--- config.mk ---
export PLATFORM = sky130hd
export DESIGN_NAME = xor_float_stream_decoder
export DESIGN_NICKNAME = d
export VERILOG_FILES = /design/src/rtl/core/xfsd_pkg.sv /design/src/rtl/core/xfsd_ram.sv /design/src/rtl/core/xfsd_parser.sv /design/src/rtl/core/xor_float_stream_decoder.sv
export VERILOG_INCLUDE_DIRS = /design/src /design/src/rtl/core
export SDC_FILE = /design/constraint.sdc
export NUM_CORES = 1
export LEC_CHECK = 0
export BUFFER_PORTS_ARGS = -buffer_cell sky130_fd_sc_hd__buf_2
export CORE_MARGIN = 2
export CORE_UTILIZATION = 56
export DETAILED_ROUTE_END_ITERATION = 10
export PLACE_DENSITY = 0.76
export SLEW_MARGIN = 20
export SYNTH_ARGS = -nofsm -noshare
export SYNTH_HDL_FRONTEND = slang
export SYNTH_SLANG_ARGS = --single-unit
--- constraint.sdc ---
create_clock -name aclk -period 8 [get_ports aclk]
set_clock_uncertainty 0.05 [all_clocks]
set_input_delay 0.8 -clock aclk [delete_from_list [all_inputs] [get_ports aclk]]
set_output_delay 0.8 -clock aclk [all_outputs]
set_load 0.02 [all_outputs]
--- src/rtl/core/xor_float_stream_decoder_macros.svh ---
// assertion macros shared by the xor float stream decoder rtl
`ifndef XOR_FLOAT_STREAM_DECODER_MACROS_SVH
`define XOR_FLOAT_STREAM_DECODER_MACROS_SVH

// same-cycle implication, disabled during reset
`define XFSD_ASSERT_IMP(name, clk, rst_n, ante, cons) \
    name: assert property (@(posedge clk) disable iff (!rst_n) (ante) |-> (cons)) \
        else $error("xfsd: implication check failed");

// next-cycle implication, disabled during reset
`define XFSD_ASSERT_NEXT(name, clk, rst_n, ante, cons) \
    name: assert property (@(posedge clk) disable iff (!rst_n) (ante) |=> (cons)) \
        else $error("xfsd: next-cycle check failed");

`endif

--- src/rtl/core/xfsd_pkg.sv ---
// shared constants, types and helpers of the xor float stream decoder
`default_nettype none

package xfsd_pkg;

    localparam int XFSD_TABLE_DEPTH = 32;
    localparam int XFSD_VALUE_W     = 64;
    localparam int XFSD_IDX_W       = 5;
    localparam int XFSD_ENTRY_W     = 6;
    localparam int XFSD_COUNT_W     = 5;
    localparam int XFSD_ACC_W       = 10;
    localparam int XFSD_REM_W       = 7;
    localparam int XFSD_IW_W        = 3;
    localparam int XFSD_POS_W       = 6;

    localparam logic [XFSD_VALUE_W-1:0] XFSD_NAN_BITS     = 64'h7ff8_0000_0000_0000;
    localparam logic [XFSD_VALUE_W-1:0] XFSD_INIT_DEFAULT = 64'h4000_0000_0000_0000;

    // parse position within the bit stream
    typedef enum logic [3:0] {
        PH_IDLE,
        PH_UPD,
        PH_LCOUNT,
        PH_LENTRY,
        PH_TCOUNT,
        PH_TENTRY,
        PH_CTRL1,
        PH_CTRL2,
        PH_INDEX,
        PH_LOAD,
        PH_CENTER
    } xfsd_phase_t;

    // table memory accesses requested by the parser
    typedef struct packed {
        logic                    wr_lead;
        logic                    wr_trail;
        logic [XFSD_IDX_W-1:0]   wr_addr;
        logic [XFSD_ENTRY_W-1:0] wr_data;
        logic                    rd_en;
        logic [XFSD_IDX_W-1:0]   rd_lead;
        logic [XFSD_IDX_W-1:0]   rd_trail;
    } xfsd_tbl_req_t;

    // decoded value handed to the output register
    typedef struct packed {
        logic                    valid;
        logic [XFSD_VALUE_W-1:0] value;
        logic                    last;
    } xfsd_emit_t;

    // bits needed to index a table of n entries, zero for one entry
    function automatic logic [XFSD_IW_W-1:0] xfsd_index_width(input logic [5:0] n);
        logic [XFSD_IW_W-1:0] w;
        if (n <= 6'd1) begin
            w = 3'd0;
        end else if (n <= 6'd2) begin
            w = 3'd1;
        end else if (n <= 6'd4) begin
            w = 3'd2;
        end else if (n <= 6'd8) begin
            w = 3'd3;
        end else if (n <= 6'd16) begin
            w = 3'd4;
        end else begin
            w = 3'd5;
        end
        return w;
    endfunction

endpackage

`default_nettype wire

--- src/rtl/core/xfsd_ram.sv ---
// generic single-write, single-read ram with registered read data
`default_nettype none

module xfsd_ram #(
    parameter int WIDTH = 8,
    parameter int DEPTH = 32
) (
    input  wire logic                                  aclk,
    input  wire logic                                  wr_en,
    input  wire logic [((DEPTH > 1) ? $clog2(DEPTH) : 1)-1:0] wr_addr,
    input  wire logic [WIDTH-1:0]                      wr_data,
    input  wire logic                                  rd_en,
    input  wire logic [((DEPTH > 1) ? $clog2(DEPTH) : 1)-1:0] rd_addr,
    output logic      [WIDTH-1:0]                      rd_data
);

    logic [WIDTH-1:0] mem [DEPTH];

    // write port
    always_ff @(posedge aclk) begin
        if (wr_en) begin
            mem[wr_addr] <= wr_data;
        end
    end

    // registered read port, holds while not enabled
    always_ff @(posedge aclk) begin
        if (rd_en) begin
            rd_data <= mem[rd_addr];
        end
    end

endmodule

`default_nettype wire

--- src/rtl/core/xfsd_parser.sv ---
// bit-serial parser: headers, table loads, control codes and center bits
`default_nettype none

module xfsd_parser #(
    parameter int TABLE_DEPTH = xfsd_pkg::XFSD_TABLE_DEPTH
) (
    input  wire logic                              aclk,
    input  wire logic                              aresetn,
    input  wire logic                              in_valid,
    output logic                                   in_ready,
    input  wire logic                              in_bit,
    input  wire logic                              in_start,
    input  wire logic                              out_free,
    input  wire logic                              cfg_we,
    input  wire logic [xfsd_pkg::XFSD_VALUE_W-1:0] cfg_data,
    output xfsd_pkg::xfsd_tbl_req_t                tbl_req,
    input  wire logic [xfsd_pkg::XFSD_ENTRY_W-1:0] lead_rdata,
    input  wire logic [xfsd_pkg::XFSD_ENTRY_W-1:0] trail_rdata,
    output xfsd_pkg::xfsd_emit_t                   emit
);

    import xfsd_pkg::*;

    localparam int AW = (TABLE_DEPTH > 1) ? $clog2(TABLE_DEPTH) : 1;

    xfsd_phase_t phase_reg, phase_next;

    logic                      wem_reg, wem_next;
    logic [XFSD_ENTRY_W-1:0]   lz_reg, lz_next;
    logic [XFSD_ENTRY_W-1:0]   tz_reg, tz_next;
    logic [XFSD_IW_W-1:0]      liw_reg, liw_next;
    logic [XFSD_IW_W-1:0]      tiw_reg, tiw_next;
    logic [XFSD_ACC_W-1:0]     acc_reg, acc_next;
    logic [XFSD_REM_W-1:0]     rem_reg, rem_next;
    logic [5:0]                ent_reg, ent_next;
    logic [5:0]                wp_reg, wp_next;
    logic [XFSD_POS_W-1:0]     pos_reg, pos_next;
    logic [XFSD_VALUE_W-1:0]   mask_reg, mask_next;
    logic [XFSD_VALUE_W-1:0]   prev_reg, prev_next;
    logic                      rd_ok_l_reg, rd_ok_l_next;
    logic                      rd_ok_t_reg, rd_ok_t_next;
    logic [TABLE_DEPTH-1:0]    lvalid_reg, lvalid_next;
    logic [TABLE_DEPTH-1:0]    tvalid_reg, tvalid_next;

    xfsd_phase_t               eff_phase;
    logic [XFSD_REM_W-1:0]     eff_rem;
    logic [XFSD_POS_W-1:0]     eff_pos;
    logic [XFSD_VALUE_W-1:0]   eff_mask;

    logic [XFSD_ENTRY_W-1:0]   lz_rd, tz_rd;
    logic [XFSD_REM_W-1:0]     load_sum;
    logic                      load_emit;
    logic                      accept;
    logic [XFSD_ACC_W-1:0]     acc_shift;
    logic [XFSD_ACC_W-1:0]     acc_lead;
    logic [XFSD_REM_W-1:0]     rem_dec;
    logic [XFSD_REM_W-1:0]     ctr_sum;
    logic [XFSD_IW_W:0]        idx_w;
    logic [XFSD_IDX_W-1:0]     trail_mask;
    logic [XFSD_IDX_W-1:0]     rd_lead_sel, rd_trail_sel;
    logic                      rd_ok_l, rd_ok_t;
    logic [5:0]                cnt_n;
    logic [XFSD_VALUE_W-1:0]   mask_new;
    logic                      wp_in_range;

    // zero counts as read back from the tables, unwritten slots read zero
    assign lz_rd     = rd_ok_l_reg ? lead_rdata : '0;
    assign tz_rd     = rd_ok_t_reg ? trail_rdata : '0;
    assign load_sum  = {1'b0, lz_rd} + {1'b0, tz_rd};
    assign load_emit = (phase_reg == PH_LOAD) && load_sum[XFSD_REM_W-1];

    assign in_ready = out_free && !load_emit;
    assign accept   = in_valid && in_ready;

    // field arithmetic
    assign acc_shift  = {acc_reg[XFSD_ACC_W-2:0], in_bit};
    assign rem_dec    = (eff_rem != '0) ? eff_rem - 1'b1 : '0;
    assign ctr_sum    = {1'b0, lz_reg} + {1'b0, tz_reg};
    assign idx_w      = {1'b0, liw_reg} + {1'b0, tiw_reg};
    assign trail_mask = (XFSD_IDX_W'(1) << tiw_reg) - XFSD_IDX_W'(1);
    assign acc_lead   = acc_shift >> tiw_reg;
    assign cnt_n      = (acc_shift[XFSD_COUNT_W-1:0] == '0) ? 6'd32
                                                           : {1'b0, acc_shift[XFSD_COUNT_W-1:0]};
    assign mask_new   = eff_mask | (XFSD_VALUE_W'(in_bit) << eff_pos);
    assign wp_in_range = (wp_reg < 6'(TABLE_DEPTH));

    // table indices, both zero when no index bits are sent
    assign rd_lead_sel  = (idx_w == '0) ? '0 : acc_lead[XFSD_IDX_W-1:0];
    assign rd_trail_sel = (idx_w == '0) ? '0 : (acc_shift[XFSD_IDX_W-1:0] & trail_mask);
    assign rd_ok_l = ({1'b0, rd_lead_sel} < 6'(TABLE_DEPTH)) && lvalid_reg[rd_lead_sel[AW-1:0]];
    assign rd_ok_t = ({1'b0, rd_trail_sel} < 6'(TABLE_DEPTH))
                     && tvalid_reg[rd_trail_sel[AW-1:0]];

    // next state, table requests and emission
    always_comb begin
        phase_next   = phase_reg;
        wem_next     = wem_reg;
        lz_next      = lz_reg;
        tz_next      = tz_reg;
        liw_next     = liw_reg;
        tiw_next     = tiw_reg;
        acc_next     = acc_reg;
        rem_next     = rem_reg;
        ent_next     = ent_reg;
        wp_next      = wp_reg;
        pos_next     = pos_reg;
        mask_next    = mask_reg;
        prev_next    = prev_reg;
        rd_ok_l_next = rd_ok_l_reg;
        rd_ok_t_next = rd_ok_t_reg;
        lvalid_next  = lvalid_reg;
        tvalid_next  = tvalid_reg;
        tbl_req      = '0;
        emit         = '0;
        eff_phase    = phase_reg;
        eff_rem      = rem_reg;
        eff_pos      = pos_reg;
        eff_mask     = mask_reg;

        // table data has arrived: settle the zero counts
        if (phase_reg == PH_LOAD) begin
            lz_next = lz_rd;
            tz_next = tz_rd;
            if (load_sum[XFSD_REM_W-1]) begin
                if (out_free) begin
                    emit.valid = 1'b1;
                    emit.value = prev_reg;
                end
            end else begin
                eff_phase  = PH_CENTER;
                eff_rem    = XFSD_REM_W'(64) - load_sum;
                eff_pos    = ~lz_rd;
                eff_mask   = '0;
                phase_next = PH_CENTER;
                rem_next   = eff_rem;
                pos_next   = eff_pos;
                mask_next  = '0;
            end
        end

        if (accept) begin
            if (in_start) begin
                // window-mode bit of a new block
                wem_next   = in_bit;
                phase_next = PH_UPD;
                rem_next   = '0;
                acc_next   = '0;
            end else begin
                case (eff_phase)
                    PH_UPD: begin
                        if (in_bit) begin
                            phase_next = PH_LCOUNT;
                            rem_next   = XFSD_REM_W'(XFSD_COUNT_W);
                            acc_next   = '0;
                        end else begin
                            phase_next = PH_CTRL1;
                        end
                    end
                    PH_CTRL1, PH_CTRL2: begin
                        if (!in_bit && eff_phase == PH_CTRL1) begin
                            phase_next = PH_CTRL2;
                        end else if (!in_bit) begin
                            // new table indices
                            if (idx_w == '0) begin
                                tbl_req.rd_en    = 1'b1;
                                tbl_req.rd_lead  = rd_lead_sel;
                                tbl_req.rd_trail = rd_trail_sel;
                                rd_ok_l_next     = rd_ok_l;
                                rd_ok_t_next     = rd_ok_t;
                                phase_next       = PH_LOAD;
                            end else begin
                                phase_next = PH_INDEX;
                                rem_next   = XFSD_REM_W'(idx_w);
                                acc_next   = '0;
                            end
                        end else if (wem_reg == (eff_phase == PH_CTRL1)
                                     || ctr_sum[XFSD_REM_W-1]) begin
                            // repeat, or reuse with no center bits
                            emit.valid = 1'b1;
                            emit.value = prev_reg;
                        end else begin
                            phase_next = PH_CENTER;
                            rem_next   = XFSD_REM_W'(64) - ctr_sum;
                            pos_next   = ~lz_reg;
                            mask_next  = '0;
                        end
                    end
                    PH_LCOUNT, PH_TCOUNT, PH_LENTRY, PH_TENTRY, PH_INDEX: begin
                        acc_next = acc_shift;
                        rem_next = rem_dec;
                        if (rem_dec == '0) begin
                            case (eff_phase)
                                PH_LCOUNT, PH_TCOUNT: begin
                                    if (eff_phase == PH_LCOUNT) begin
                                        liw_next   = xfsd_index_width(cnt_n);
                                        phase_next = PH_LENTRY;
                                    end else begin
                                        tiw_next   = xfsd_index_width(cnt_n);
                                        phase_next = PH_TENTRY;
                                    end
                                    ent_next = cnt_n;
                                    wp_next  = '0;
                                    rem_next = XFSD_REM_W'(XFSD_ENTRY_W);
                                    acc_next = '0;
                                end
                                PH_LENTRY, PH_TENTRY: begin
                                    if (wp_in_range) begin
                                        tbl_req.wr_lead  = (eff_phase == PH_LENTRY);
                                        tbl_req.wr_trail = (eff_phase == PH_TENTRY);
                                        tbl_req.wr_addr  = wp_reg[XFSD_IDX_W-1:0];
                                        tbl_req.wr_data  = acc_shift[XFSD_ENTRY_W-1:0];
                                        if (eff_phase == PH_LENTRY) begin
                                            lvalid_next[wp_reg[AW-1:0]] = 1'b1;
                                        end else begin
                                            tvalid_next[wp_reg[AW-1:0]] = 1'b1;
                                        end
                                    end
                                    wp_next  = wp_reg + 6'd1;
                                    ent_next = (ent_reg != '0) ? ent_reg - 6'd1 : '0;
                                    acc_next = '0;
                                    if (ent_next != '0) begin
                                        rem_next = XFSD_REM_W'(XFSD_ENTRY_W);
                                    end else if (eff_phase == PH_LENTRY) begin
                                        phase_next = PH_TCOUNT;
                                        rem_next   = XFSD_REM_W'(XFSD_COUNT_W);
                                    end else begin
                                        phase_next = PH_CTRL1;
                                    end
                                end
                                default: begin
                                    // index complete: look up both zero counts
                                    tbl_req.rd_en    = 1'b1;
                                    tbl_req.rd_lead  = rd_lead_sel;
                                    tbl_req.rd_trail = rd_trail_sel;
                                    rd_ok_l_next     = rd_ok_l;
                                    rd_ok_t_next     = rd_ok_t;
                                    phase_next       = PH_LOAD;
                                end
                            endcase
                        end
                    end
                    PH_CENTER: begin
                        // each center bit lands directly at its final position
                        mask_next = mask_new;
                        pos_next  = eff_pos - 1'b1;
                        rem_next  = rem_dec;
                        if (rem_dec == '0) begin
                            emit.valid = 1'b1;
                            emit.value = prev_reg ^ mask_new;
                        end
                    end
                    default: begin
                        // idle: bits outside a block are dropped
                    end
                endcase
            end
        end

        // emission ends the value; the terminator is not kept
        if (emit.valid) begin
            emit.last = (emit.value == XFSD_NAN_BITS);
            if (emit.last) begin
                phase_next = PH_IDLE;
            end else begin
                prev_next  = emit.value;
                phase_next = PH_CTRL1;
            end
        end

        if (cfg_we) begin
            prev_next = cfg_data;
        end
    end

    // state register
    always_ff @(posedge aclk) begin
        if (!aresetn) begin
            phase_reg <= PH_IDLE;
        end else begin
            phase_reg <= phase_next;
        end
    end

    // datapath and bookkeeping registers
    always_ff @(posedge aclk) begin
        if (!aresetn) begin
            wem_reg     <= 1'b0;
            lz_reg      <= '0;
            tz_reg      <= '0;
            liw_reg     <= '0;
            tiw_reg     <= '0;
            rem_reg     <= '0;
            ent_reg     <= '0;
            wp_reg      <= '0;
            rd_ok_l_reg <= 1'b0;
            rd_ok_t_reg <= 1'b0;
            lvalid_reg  <= '0;
            tvalid_reg  <= '0;
            prev_reg    <= XFSD_INIT_DEFAULT;
        end else begin
            wem_reg     <= wem_next;
            lz_reg      <= lz_next;
            tz_reg      <= tz_next;
            liw_reg     <= liw_next;
            tiw_reg     <= tiw_next;
            rem_reg     <= rem_next;
            ent_reg     <= ent_next;
            wp_reg      <= wp_next;
            rd_ok_l_reg <= rd_ok_l_next;
            rd_ok_t_reg <= rd_ok_t_next;
            lvalid_reg  <= lvalid_next;
            tvalid_reg  <= tvalid_next;
            prev_reg    <= prev_next;
        end
    end

    // field accumulators, always loaded before use
    always_ff @(posedge aclk) begin
        acc_reg  <= acc_next;
        pos_reg  <= pos_next;
        mask_reg <= mask_next;
    end

endmodule

`default_nettype wire

--- src/rtl/core/xor_float_stream_decoder.sv ---
// top level of the bit-serial xor float stream decoder
//
//   channel   direction  payload                                 handshake
//   s_        in         tdata[0] stream_bit, tuser block_start  tvalid/tready
//   m_        out        tdata value_bits, tlast end_of_block    tvalid/tready
//   cfg_      in         wr_data initial_value                   wr_en
//
// one stream bit is taken per cycle while the output register is free; a
// bit that completes a value puts the result into the output register in
// the same cycle. after an index field the zero-count tables are read; when
// the registered ram data arrives, if the two counts sum to 64 or more the
// previous value is sent and no bit is taken, else the next bit flows on.
// reset is synchronous; table slots read as zero until written (valid bits).
// a result waiting in the output register does not block input while the
// sink takes it in the same cycle.
`default_nettype none

`include "xor_float_stream_decoder_macros.svh"

module xor_float_stream_decoder #(
    parameter int TABLE_DEPTH = xfsd_pkg::XFSD_TABLE_DEPTH
) (
    input  wire logic                              aclk,
    input  wire logic                              aresetn,
    // bits: [0] stream_bit, [7:1] zero
    input  wire logic [7:0]                        s_tdata,
    // bits: [0] block_start
    input  wire logic                              s_tuser,
    input  wire logic                              s_tvalid,
    output logic                                   s_tready,
    // bits: [63:0] value_bits
    output logic [xfsd_pkg::XFSD_VALUE_W-1:0]      m_tdata,
    output logic                                   m_tlast,
    output logic                                   m_tvalid,
    input  wire logic                              m_tready,
    input  wire logic                              cfg_wr_en,
    input  wire logic [xfsd_pkg::XFSD_VALUE_W-1:0] cfg_wr_data
);

    import xfsd_pkg::*;

    localparam int AW = (TABLE_DEPTH > 1) ? $clog2(TABLE_DEPTH) : 1;

    xfsd_tbl_req_t            tbl_req;
    xfsd_emit_t               emit;
    logic [XFSD_ENTRY_W-1:0]  lead_rdata, trail_rdata;
    logic                     out_free;

    logic                     m_tvalid_reg, m_tvalid_next;
    logic [XFSD_VALUE_W-1:0]  m_tdata_reg, m_tdata_next;
    logic                     m_tlast_reg, m_tlast_next;

    assign out_free = !m_tvalid_reg || m_tready;

    // stream parser
    xfsd_parser #(
        .TABLE_DEPTH (TABLE_DEPTH)
    ) u_parser (
        .aclk        (aclk),
        .aresetn     (aresetn),
        .in_valid    (s_tvalid),
        .in_ready    (s_tready),
        .in_bit      (s_tdata[0]),
        .in_start    (s_tuser),
        .out_free    (out_free),
        .cfg_we      (cfg_wr_en),
        .cfg_data    (cfg_wr_data),
        .tbl_req     (tbl_req),
        .lead_rdata  (lead_rdata),
        .trail_rdata (trail_rdata),
        .emit        (emit)
    );

    // leading zero-count table
    xfsd_ram #(
        .WIDTH (XFSD_ENTRY_W),
        .DEPTH (TABLE_DEPTH)
    ) u_lead_ram (
        .aclk    (aclk),
        .wr_en   (tbl_req.wr_lead),
        .wr_addr (tbl_req.wr_addr[AW-1:0]),
        .wr_data (tbl_req.wr_data),
        .rd_en   (tbl_req.rd_en),
        .rd_addr (tbl_req.rd_lead[AW-1:0]),
        .rd_data (lead_rdata)
    );

    // trailing zero-count table
    xfsd_ram #(
        .WIDTH (XFSD_ENTRY_W),
        .DEPTH (TABLE_DEPTH)
    ) u_trail_ram (
        .aclk    (aclk),
        .wr_en   (tbl_req.wr_trail),
        .wr_addr (tbl_req.wr_addr[AW-1:0]),
        .wr_data (tbl_req.wr_data),
        .rd_en   (tbl_req.rd_en),
        .rd_addr (tbl_req.rd_trail[AW-1:0]),
        .rd_data (trail_rdata)
    );

    // output register
    always_comb begin
        m_tvalid_next = m_tvalid_reg;
        m_tdata_next  = m_tdata_reg;
        m_tlast_next  = m_tlast_reg;
        if (emit.valid) begin
            m_tvalid_next = 1'b1;
            m_tdata_next  = emit.value;
            m_tlast_next  = emit.last;
        end else if (m_tready) begin
            m_tvalid_next = 1'b0;
        end
    end

    always_ff @(posedge aclk) begin
        if (!aresetn) begin
            m_tvalid_reg <= 1'b0;
        end else begin
            m_tvalid_reg <= m_tvalid_next;
        end
    end

    always_ff @(posedge aclk) begin
        m_tdata_reg <= m_tdata_next;
        m_tlast_reg <= m_tlast_next;
    end

    assign m_tvalid = m_tvalid_reg;
    assign m_tdata  = m_tdata_reg;
    assign m_tlast  = m_tlast_reg;

    // checks
    `XFSD_ASSERT_IMP(a_emit_has_slot, aclk, aresetn, emit.valid, out_free)
    `XFSD_ASSERT_IMP(a_take_has_slot, aclk, aresetn, s_tvalid && s_tready, out_free)
    `XFSD_ASSERT_IMP(a_last_is_nan, aclk, aresetn, m_tvalid, m_tlast == (m_tdata == XFSD_NAN_BITS))
    `XFSD_ASSERT_NEXT(a_emit_lands, aclk, aresetn, emit.valid, m_tvalid && m_tdata == $past(emit.value))

endmodule

`default_nettype wire
==> results of run 1 <==
==> routing by layer <==
metal | vias to the layer above | part of all wire (%) | wire [µm] | track usage (%)
met4 | 0 | 4.0 | 4197 | 12.31
met5 | - | 0 | 0 | 0
met3 | 274 | 8.9 | 9299 | 4.734
met2 | 1572 | 47 | 48450 | 49.84
li1 | 12760 | - | - | -
met1 | 13874 | 40 | 42010 | 42.17
==> placed cells by master (no fill, tap or decap), types with 13 or more instances in the layout <==
master,synthesis,layout
dfxtp_1,243,243
xor2_1,29,29
mux2_2,29,29
o21ai_0,154,154
or4_1,20,20
clkbuf_16,0,76
or2_2,15,15
a31oi_1,76,76
nor2b_1,28,28
nor2_1,292,289
a21o_1,13,13
nand3_1,79,78
o221ai_1,23,23
xnor2_1,23,23
a21oi_1,233,233
o32ai_1,30,30
a22oi_1,31,31
and3_1,30,30
edfxtp_1,470,470
clkbuf_1,146,15
clkinv_2,0,16
a21boi_0,14,14
a211oi_1,85,84
o22ai_1,38,38
nand2_1,266,266
nand2b_1,18,18
buf_4,14,74
and2_1,76,70
buf_2,50,137
ha_1,24,24
o211ai_1,16,16
mux2i_1,265,265
nor3b_1,15,14
nand4_1,35,35
inv_1,65,63
or3_1,45,45
nor3_1,69,68
nor4_1,27,26
==> power breakdown <==
part	leakage, nW	switching, W	internal (W)	total, W
Sequential	6.27	0.0000544	0.00391	0.00397
Combinational	6.36	0.000287	0.000141	0.000428
Clock	1.23	0.00153	0.00207	0.00360
Total	13.9	0.00187	0.00612	0.00800
==> kinds of logic after synthesis <==
family          Yosys count  share of synthesized area [%]
compound gates          862                          15.91
xor+xnor                 55                          1.453
fa+ha+maj                27                          1.013
buf+inv                 308                          3.799
flops                   713                          53.35
mux                     301                          8.818
simple gates           1092                          15.66
==> final cells by class <==
cell class	count	area, µm²
timing repair buffer	215	1321
multi-input combinational	2337	15370
tap	846	1059
sequential	713	18980
fill	4920	23430
clock buffer	91	1958
clock inverter	50	596.8
inverter	67	252.7
antenna	1	2.502
==> worst paths after layout <==
kind,cells after the start,from,slack (ps),endpoint
worst max-delay path,16,u_lead_ram.rd_data[0],760,u_lead_ram.mem[10][0]
worst min-delay path,3,cfg_wr_data[62],380,u_parser.prev_reg[62]
worst max register to register,16,u_lead_ram.rd_data[0],760,u_lead_ram.mem[10][0]
worst min register to register,2,u_parser.mask_reg[29],410,u_parser.mask_reg[29]
==> critical path, cell delays in order, from the launching register on <==
cell,delay (ps)
edfxtp_1,480
and2_1,270
ha_1,240
fa_1,500
a211oi_4,460
o211a_1,300
mux2_2,440
inv_1,180
ha_1,280
a21boi_0,200
o211ai_1,290
a221o_1,510
nor3_4,170
nand2_2,390
nor4_2,800
nand4_1,610
nor2_1,670
==> metrics by stage <==
stage               instance area [µm²]  worst slack (ps)  hold slack, ps  util (%)
floorplan                         35570             376.2           375.5         -
global placement                  36950              1145           388.1     58.68
detailed placement                36960             940.9           400.9     58.70
CTS                               39520             899.3           352.9     62.76
global route                      39530             475.7           404.1     62.79
finish                            39540             763.9           381.7     62.79
==> flow_summary.ini, run 1 <==
[outcome]
status = complete, no violations

[place]
placedCellCount = 4178
place_hpwl_um = 70790
numPortBuffers = 137
place_congestion = 1.001

[pwr]
report.power.total_w = 0.007997
pwr_density_cell_nw_per_um2 = 202.3
p_leak_nw = 13.85
vdd.ir_drop.worst_uv = 292.3

[global_routing]
grt_overflow_total = 0
track_usage_pct = 30.92
grt_max_degree = 100
grt_pass1_vias = 27132
antenna_found_initial = 1
grt_pass1_wl_um = 159200

[final_layout]
post_route_cells_drive_above_1_share_pct = 13.56
final_cells = 4320
syn_to_final_growth_pct = 11.14
nets = 3515
top_regs = u_lead_ram.mem: 192 flops, u_trail_ram.mem: 192 flops

[synth]
ys_seq_area_share_pct = 53.35
synthCells = 3358
yosysTopAreaCell = edfxtp_1
synth-edff-count = 470
synth.avg_cell_area_um2 = 10.59
synth_area_leaders = edfxtp_1, dfxtp_1, mux2i_1, a21oi_1, nor2_1
yosysMostFrequentCell = edfxtp_1
ys_types = 112
syn_nets = 3463
ys_ff_latch = 713
yosys_warnings = 0
ys_top_cells_by_count = edfxtp_1, nor2_1, nand2_1, mux2i_1, dfxtp_1
synth_area_um2 = 35570
async_flop_share_pct = 0
synth_top_area_share_pct = 39.67
synth_ff_type = edfxtp_1

[sta]
finalHoldViolCount = 0
relSlewSlack_pct = 25.70
fin_setup_tns_ps = 0
drv_slew = 0
min_period_ps = 7236
timing.fmax_mhz = 138.2
rsz0062_at_grt = false
tightest_slew_ps = 1100
setup_viol = 0
fin_crit_sh_pct = 90.45

[route]
drt-initial-drc-count = 3379
vias_per_cell = 6.593
vias = 28480
wirelength_um = 104000
wl_per_cell_um = 24.06
antenna_left = 0
drc = 0
drtPass1Iterations = 8

[floorplanning]
core_area_um2 = 62970
initial_core_util_pct = 56.50
die_height_um = 256.0
io-pin-count = 145
die_w_um = 256.0
die_area_um2 = 65560
num_rows = 92

[clock_network]
cts_tree = yes
ctsLongestPathBuffers = 3
cts_resized = 0
postCtsHoldBufs = 0
cts_setup_buffers = 0
cts.clk_slew.worst_paths_ps = 60
clock_sinks = 713
cts_made_buffers = 76
ctsHtreeMaxLevel = 3
root_buffer = clkbuf_16
clkLatencyLatePin_ps = 640

[critical_path]
critPathRequiredTime_ps = 8230
start_kind = register
cp.arrival_ps = 7470
end_kind = register
crit_path_max_fanout = 26
worst-setup-path-type = register to register

[run]
drv_cap = 0

[hold_path]
min_path_type = input pin to register
(Power assumes the default switching activity.)
==> run 2, diff against run 1 <==
--- a/config.mk
+++ b/config.mk
@@ -11,6 +11,7 @@
 export CORE_UTILIZATION = 56
 export DETAILED_ROUTE_END_ITERATION = 10
 export PLACE_DENSITY = 0.76
+export SETUP_SLACK_MARGIN = 0.3
 export SLEW_MARGIN = 20
 export SYNTH_ARGS = -nofsm -noshare
 export SYNTH_HDL_FRONTEND = slang
==> constraint.sdc (replaced) <==
create_clock -name aclk -period 8 [get_ports aclk]
set_clock_uncertainty 0.05 [all_clocks]
set_input_delay 2 -clock aclk [delete_from_list [all_inputs] [get_ports aclk]]
set_output_delay 2 -clock aclk [all_outputs]
set_load 0.02 [all_outputs]
==> run 2 against run 1 <==
Fmax grew 0.77%; critical path depth is 3 higher; non-clock buffer count is 10 lower; largest power group unchanged; sequential power barely moved; critical path type unchanged; register-to-register slack improved by 60 ps.
==> flow_summary.ini, run 2 (synthesized netlist as in run 1, its figures left out) <==
[outcome]
status = complete, no violations

[sta]
finalHoldViolCount = 0
rsz0062_at_grt = false
drv_slew = 0
setup_viol = 0
timing.fmax_mhz = 139.3
hold_slack_ps = 411.5
tightest_slew_ps = 1150
min_period_ps = 7181
relSlewSlack_pct = 23.34
fin_setup_tns_ps = 0
fin_crit_sh_pct = 89.76

[hold_path]
min_path_type = register to register
min_from = u_parser.mask_reg[48]

[final_layout]
syn_to_final_growth_pct = 10.92
nets = 3504
layout_common_cells = edfxtp_1, nor2_1, nand2_1
fillers = 4945
final_common_cell = edfxtp_1
post_route_cells_drive_above_1_share_pct = 13.24
top_regs = u_lead_ram.mem: 192 flops, u_trail_ram.mem: 192 flops
diodes = 0

[pwr]
report.power.total_w = 0.007991
pwr_density_cell_nw_per_um2 = 202.5
p_leak_nw = 13.83
vdd.ir_drop.worst_uv = 209.4

[route]
vias = 28277
drtPass1Iterations = 6
drt-initial-drc-count = 3441
wl_per_cell_um = 24.15
vias_per_cell = 6.567
wirelength_um = 104000
antenna_left = 0
drc = 0

[place]
place_congestion = 0.9830
place_hpwl_um = 71000
numPortBuffers = 137

[floorplanning]
die_height_um = 256.0
io-pin-count = 145
num_rows = 92
die_area_um2 = 65560
die_w_um = 256.0
initial_core_util_pct = 56.50
core_area_um2 = 62970

[run]
drv_cap = 0

[global_routing]
grt_use_met3_pct = 5.516
grtUsageMet2_pct = 50.21
antenna_found_initial = 1
grt_overflow_total = 0
track_usage_pct = 31.01
grt_max_degree = 102
grt_pass1_vias = 27117
grt_pass1_wl_um = 158800
busiest_layer = met2
grtUsageMet1_pct = 41.03

[clock_network]
cts_tree = yes
cts_resized = 0
ctsHtreeMaxLevel = 3
cts_made_buffers = 75
clkLatencyLatePin_ps = 650
ctsLongestPathBuffers = 3
cts_setup_buffers = 0
clock_sinks = 713
cts.clk_slew.worst_paths_ps = 60
postCtsHoldBufs = 0
root_buffer = clkbuf_16

[critical_path]
critPathSlowestCell = nand3_1
start_kind = register
crit_path_max_fanout = 20
r2r_start = u_parser.rd_ok_l_reg
setup.worst_path.start = u_parser.rd_ok_l_reg
max_stage_delay_ps = 620
worst-setup-path-type = register to register
critPathRequiredTime_ps = 8300
end_kind = register
worstPathCellList = and2_1 -> ha_1 -> fa_1 -> a211oi_4 -> o211a_1 -> mux2_2 -> inv_1 -> ha_1 -> a21boi_0 -> o211ai_1 -> a221o_1 -> or3_4 -> nor2_4 -> buf_4 -> nand3_1 -> a211oi_1 -> a31oi_1 -> a21oi_1 -> a211oi_1
cp.arrival_ps = 7480
[run 2: report_power, final]
part	leakage (nW)	internal (W)	total (W)	switching (W)
clock network	1.25	0.00209	0.00360	0.00150
logic	6.32	0.000138	0.000428	0.000290
registers	6.27	0.00391	0.00397	0.0000550
total	13.8	0.00614	0.00799	0.00185
[run 2: final cells by class]
class	instances	area, µm²	area share [%]
sequential	713	18980	48.09
multi-input combinational	2337	15370	38.95
clock buffer	91	1999	5.067
timing repair buffer	205	1259	3.190
tap	846	1059	2.682
clock inverter	47	544.3	1.379
inverter	67	252.7	0.6405
[run 2: worst paths after layout]
check | endpoint | slack [ps] | cells after the start
setup reg to reg | u_trail_ram.rd_data[3] | 820 | 19
hold / removal | u_parser.mask_reg[48] | 410 | 2
hold reg to reg | u_parser.mask_reg[48] | 410 | 2
setup / recovery | u_trail_ram.rd_data[3] | 820 | 19
[run 2: critical path, delay by kind of cell (launching register included)]
family          cells  cell delay (ps)
fa+ha+maj           3             1030
compound gates      9             2690
simple gates        4             1640
buf+inv             2              510
flops               1              500
mux                 1              410
[run 2: through the flow]
stage / instance area (µm²) / worst slack [ps] / utilization [%] / cells
2_1_floorplan: 35570 / 376.2 / - / 3358
5_1_grt: 39460 / 474.8 / 62.67 / 4306
4_1_cts: 39450 / 789.8 / 62.65 / 4306
3_5_place_dp: 36900 / 832.9 / 58.61 / 4168
6_report: 39460 / 819.2 / 62.67 / 4306
3_3_place_gp: 36900 / 870.7 / 58.60 / 4168
[run 2: routing by layer]
layer | vias to the layer above | part of all wire (%)
met3 | 284 | 8.8
met4 | 2 | 4.5
met5 | - | 0.011
met1 | 13710 | 40
met2 | 1539 | 47
li1 | 12742 | -
